==> config.mk <==
export PLATFORM = sky130hd
export DESIGN_NAME = asc_exec
export DESIGN_NICKNAME = d
export VERILOG_FILES = /design/src/hw/rtl/asc_pkg.sv /design/src/hw/rtl/asc_exec.sv
export SDC_FILE = /design/constraint.sdc
export NUM_CORES = 1
export LEC_CHECK = 0
export ABC_CLOCK_PERIOD_IN_PS = 7600
export BUFFER_PORTS_ARGS = -buffer_cell sky130_fd_sc_hd__buf_4
export CAP_MARGIN = 5
export CORE_AREA = 2 2 94 96
export DETAILED_ROUTE_END_ITERATION = 10
export DIE_AREA = 0 0 96 98
export MAX_ROUTING_LAYER = met4
export PLACE_DENSITY = 0.87
export SYNTH_ARGS = -nofsm -noshare
export SYNTH_HDL_FRONTEND = slang
export SYNTH_SLANG_ARGS = --single-unit
==> constraint.sdc <==
create_clock -name vclk -period 7.6
set_input_delay 0.76 -clock vclk [all_inputs]
set_output_delay 0.76 -clock vclk [all_outputs]
set_load 0.02 [all_outputs]
==> src/hw/rtl/asc_pkg.sv <==
package asc_pkg;

  // Decoded command codes. Codes above the no-operation code do nothing.
  typedef enum logic [4:0] {
    CMD_HALT = 5'd0,
    CMD_LACC = 5'd1,
    CMD_LACM = 5'd2,
    CMD_LMAC = 5'd3,
    CMD_JMP  = 5'd4,
    CMD_JZ   = 5'd5,
    CMD_PUSH = 5'd6,
    CMD_POP  = 5'd7,
    CMD_ADD  = 5'd8,
    CMD_SUB  = 5'd9,
    CMD_INV  = 5'd10,
    CMD_INC  = 5'd11,
    CMD_WRIT = 5'd12,
    CMD_READ = 5'd13,
    CMD_LADR = 5'd14,
    CMD_LAC  = 5'd15,
    CMD_NOP  = 5'd16
  } cmd_e;

  // Pointer advance for the two instruction formats.
  localparam logic [15:0] ShortStep = 16'd1;
  localparam logic [15:0] LongStep  = 16'd3;
  // Stack pointer moves by one 16-bit word per push or pop.
  localparam logic [15:0] WordStep  = 16'd2;
  // Value loaded by the read command at end of input.
  localparam logic [15:0] EofValue  = 16'hffff;

  // One decoded instruction.
  typedef struct packed {
    cmd_e        command;
    logic [15:0] operand;
    logic        long_format;
    logic [7:0]  read_char;
    logic        read_eof;
  } item_t;

  // Architectural registers of the machine.
  typedef struct packed {
    logic [15:0] acc;
    logic [15:0] ip;
    logic [15:0] sp;
    logic [15:0] ar;
    logic        halted;
  } state_t;

  // Memory write requests and character output from the execute logic.
  typedef struct packed {
    logic        dm_we;
    logic        stk_we;
    logic        write_valid;
    logic [7:0]  write_char;
  } side_t;

endpackage

==> src/hw/rtl/asc_exec.sv <==
module asc_exec (
  input  asc_pkg::item_t  item_i,
  input  asc_pkg::state_t state_i,
  input  logic [7:0]      dm_rdata_i,
  input  logic [15:0]     stk_word_i,
  output asc_pkg::state_t state_o,
  output asc_pkg::side_t  side_o
);

  import asc_pkg::*;

  logic jumped;

  // Execute one decoded instruction against the current machine state.
  always_comb begin
    state_o = state_i;
    side_o  = '0;
    jumped  = 1'b0;
    if (!state_i.halted) begin
      if (item_i.command == CMD_HALT) begin
        state_o.halted = 1'b1;
      end else if (item_i.long_format) begin
        unique case (item_i.command)
          CMD_LACC: state_o.acc = item_i.operand;
          CMD_LACM: state_o.acc = {8'h00, dm_rdata_i};
          CMD_LMAC: side_o.dm_we = 1'b1;
          CMD_JMP: begin
            state_o.ip = item_i.operand;
            jumped     = 1'b1;
          end
          CMD_JZ: begin
            if (state_i.acc == 16'h0000) begin
              state_o.ip = item_i.operand;
              jumped     = 1'b1;
            end
          end
          default: ;
        endcase
      end else begin
        unique case (item_i.command)
          CMD_PUSH: begin
            side_o.stk_we = 1'b1;
            state_o.sp    = state_i.sp + WordStep;
          end
          CMD_POP: begin
            state_o.sp  = state_i.sp - WordStep;
            state_o.acc = stk_word_i;
          end
          CMD_ADD:  state_o.acc = state_i.acc + stk_word_i;
          CMD_SUB:  state_o.acc = state_i.acc - stk_word_i;
          CMD_INV:  state_o.acc = ~state_i.acc;
          CMD_INC:  state_o.acc = state_i.acc + 16'd1;
          CMD_WRIT: begin
            side_o.write_valid = 1'b1;
            side_o.write_char  = state_i.acc[7:0];
          end
          CMD_READ: state_o.acc = item_i.read_eof ? EofValue : {8'h00, item_i.read_char};
          CMD_LADR: state_o.ar  = state_i.acc;
          CMD_LAC:  state_o.acc = {8'h00, dm_rdata_i};
          default: ;
        endcase
      end
      // Advance the pointer unless the machine halted or a jump was taken.
      if (!state_o.halted && !jumped) begin
        state_o.ip = state_i.ip + (item_i.long_format ? LongStep : ShortStep);
      end
    end
  end

endmodule

# Word level (Yosys, flattened, before mapping)

Cells that the tools add are included.

Input port bits: 120
Output and inout port bits: 76
Word-level logic and storage cells: 55
Register bits: 0

Mux-type cells: 28
Equal/unequal tests: 15
$add $sub $neg: 6
Bitwise gates (word level): 1
Reductions and logical operators: 5

Operator list:

| cell                  | count |
|---|---|
| $pmux 16 s7           | 1 |
| $mux 16               | 6 |
| $pmux 16 s2           | 3 |
| $mux 65               | 1 |
| $mux 64               | 1 |
| $eq 5x4->1 const B    | 8 |
| $mux 32               | 1 |
| $mux 11               | 2 |
| $eq 5x3->1 const B    | 4 |
| $add 16x1->16 const B | 1 |
| $add 16x16->16        | 1 |
| $add 16x2->16         | 1 |
| $add 16x2->16 const B | 1 |
| $logic_not 16->1      | 1 |
| $not 16->16           | 1 |
| $sub 16x16->16        | 1 |
| $sub 16x2->16 const B | 1 |
| $eq 5x2->1 const B    | 2 |
| $mux 10               | 1 |
| $mux 1                | 9 |
| $mux 9                | 1 |
| $eq 5x1->1 const B    | 1 |
| $logic_not 5->1       | 1 |
| $logic_not 1->1       | 2 |
| 3 further kinds       | 3 |

# Depth between registers and ports, before layout

Word-level depth: 10
Depth in mapped cells: 14
Gate-level depth less buffers: 14

# Worst setup path after synthesis

No wires, ideal clock.

Path type: input to output
Start point: in item_i[30] in the netlist's numbering
End point: out state_o[61] in the netlist's numbering
Buffers on the path: 1
Stages: 13
Setup slack: 3.003 ns
Required time: 6.840 ns
Arrival time: 3.837 ns
Cell sequence: or3b_1 > nor2_1 > clkbuf_1 > a22o_1 > inv_1 > fa_1 > nor2b_1 > o31ai_1 > a21oi_1 > a221oi_1 > or4b_1 > and3_1 > a21oi_1

RTL lines:

| what            | RTL line      | text |
|---|---|---|
| start, declared | asc_exec.sv:2 | `input asc_pkg::item_t item_i,` |
| end, declared   | asc_exec.sv:6 | `output asc_pkg::state_t state_o,` |

==> impl_results.md <==
* Die area at 9408 um2
* Row cnt at 34
* Non-filler instance count after layout at 885
* Largest area contributor in the netlist: ha_1
* Wire length on met2 at 7.640 mm
* Total core area at 8466 um2
* Setup TNS at 0 ns
* Post-Syn Area per Cell at 6.395 um2
* Initial core utilization at 0.4608
* Final setup viols at 0
* Per-cell routed wire length at 18.84 um
* Hold path startpoint: state_i[17]
* CP endpoint kind: primary output
* Area contributors post-synth: ha_1 (10%), o21ai_0 (8.9%), a21oi_1 (8.2%), nand2_1 (5.8%), nor2_1 (5.8%)
* FFs & Latches at 0
* Antenna violations before repair at 0
* CP peak stage delay at 0.53 ns
* Total number of vias at 5650
* Vias per cell at 6.384
* Fin crit period at 5.301 ns
* Die Span X at 96 um
* Leakage power total at 2.405 nW
* CP Cell Sequence: buf_4 -> or3b_1 -> nor2_1 -> a22o_1 -> inv_1 -> fa_1 -> nor2b_1 -> o31ai_1 -> a21oi_1 -> a221oi_1 -> or4b_1 -> and3_1 -> a21oi_1 -> buf_4
* Syn_nets at 765
* Synth Instances at 610
* Power Density at 62.17 nW/um2
* Syn. warnings at 0
* Final worst path period share at 0.6975
* GP Congestion at 0.9863
* Vias in the first global route at 5034
* Worst vdd rail ir drop at 34.50 uV
* Post-Syn Area at 3901 um2
* Post CTS Setup Buffer Count at 0
* HPWL Detailed at 13.51 mm
* Critical Path Slowest Stage Cell: nor2_1
* Final nets at 934
* Met3 wire len at 1.985 mm
* Post-Route WL at 16.67 mm
* Layout cells sized above 1 at 0.2934
* DR top layer: met4
* Clock buffers at 0
* Multi-input gate area at 3697 um2
* Hold Path Sink: state_o[17]
* Worst Hold Class: input port to primary output
* Cell variety after synth at 73
* Hold depth at 0
* Met1 Wirelength at 6.748 mm
* CTS Hold Buffers Added at 0
* IO buf count at 194
* Crit path buf inv count at 3
* Pins Over Slew Limit at 0
* Register area share after synthesis at 0
* Fmax at 0.1886 GHz
* Commonest cells in the netlist: o21ai_0 (69), a21oi_1 (64), nand2_1 (60), nor2_1 (60), ha_1 (32)
* Slew headroom at 0.3554
* Number of diodes at 0
* Status: completed
* Die Y at 98 um
* DRT iter0 DRCs at 563
* Crit start category: input port
* Routed Antenna Nets at 0
* FILL cells at 775
* All-layer global routing usage at 0.3445
* Kind of cell adding the most delay to the critical path: simple AND/OR/NAND/NOR gates
* Placed cell count at 885
* Pin count of the biggest net entering global routing at 34
* Unrepaired setup endpoints after global routing: false
* # resized after CTS at 0
* Layout area overhead at 37.97%
* Residual DRC at 0
* CP Data Required Time at 6.84 ns
* DRT Pass-1 Iters at 6
* Maxcap violations at 0
* Num ports at 196
* Register area at 0 um2
* Worst Setup Path Type: input port to primary output
* CP max FO at 13
* Total grt overflow at 0
* Total power at 0.3347 mW
* CP Data Arrival Time at 4.54 ns
* Count leader, synth: o21ai_0
* Endpoints failing hold at 0
* Synth top area share at 0.1026
* First-pass GRT wire length at 25.63 mm
* Slew @ Worst Pin at 0.9642 ns
## per-stage QoR
step	instance area [um2]	setup slack (ns)	utilization	hold slack, ns
after detailed placement	5383	2.404	0.6358	1.520
after global placement	5383	2.473	0.6358	1.520
after CTS	5383	2.390	0.6358	1.520
after floorplan	3901	3.003	-	1.633
after global routing	5383	2.048	0.6358	1.520
final	5383	2.299	0.6358	1.520
## per-layer routing
layer / vias up / track usage
met5: - / -
met2: 410 / 0.5331
met1: 2546 / 0.4991
met3: 29 / 0.01929
met4: 0 / 0.05604
li1: 2665 / -
## cells in the final DEF, fill, tap and decap left out, types with 11 or more instances in the layout
master,synthesis,final
a21o_1,12,12
a21oi_1,64,64
a31oi_1,12,12
buf_4,2,197
ha_1,32,32
inv_1,18,18
mux2_2,16,16
nand2_1,60,60
nand3_1,19,19
nor2_1,60,60
o21ai_0,69,69
xnor2_1,11,11
xor2_1,18,18
## cell families (layout without fill, tap and decap cells)
kind of cell,Yosys count,in the layout,share of synthesized area
AOI/OAI and AO/OA,249,249,0.4102
and+or+nand+nor,227,227,0.2947
buffers and inverters,49,216,0.05291
adders and majority gates,35,35,0.1180
xor gates and xnor gates,29,29,0.06510
muxes,21,21,0.05901
## worst max-delay path by stage
| stage | from | end | slack [ns] | cells after the start |
|---|---|---|---|---|
| 6_report | item_i[30] | state_o[61] | 2.30 | 14 |
| 5_1_grt | item_i[30] | state_o[61] | 2.05 | 15 |
| 4_1_cts | item_i[30] | state_o[61] | 2.39 | 14 |
| 3_5_place_dp | item_i[30] | state_o[61] | 2.40 | 14 |
| 3_3_place_gp | item_i[30] | state_o[32] | 2.47 | 13 |
| 2_1_floorplan | item_i[30] | state_o[61] | 3.00 | 13 |
## cell type report
type                       instances  area share
multi-input combinational        561      0.6869
timing repair buffer             197      0.2748
tap                              108     0.02510
inverter                          19     0.01325
## power by group
part	switching, mW	total (mW)	leakage, nW	internal (mW)
registers	0	0	0	0
logic	0.190	0.335	2.41	0.144
clock network	0	0	0	0
Note: power is estimated with default switching activity, not from simulation.
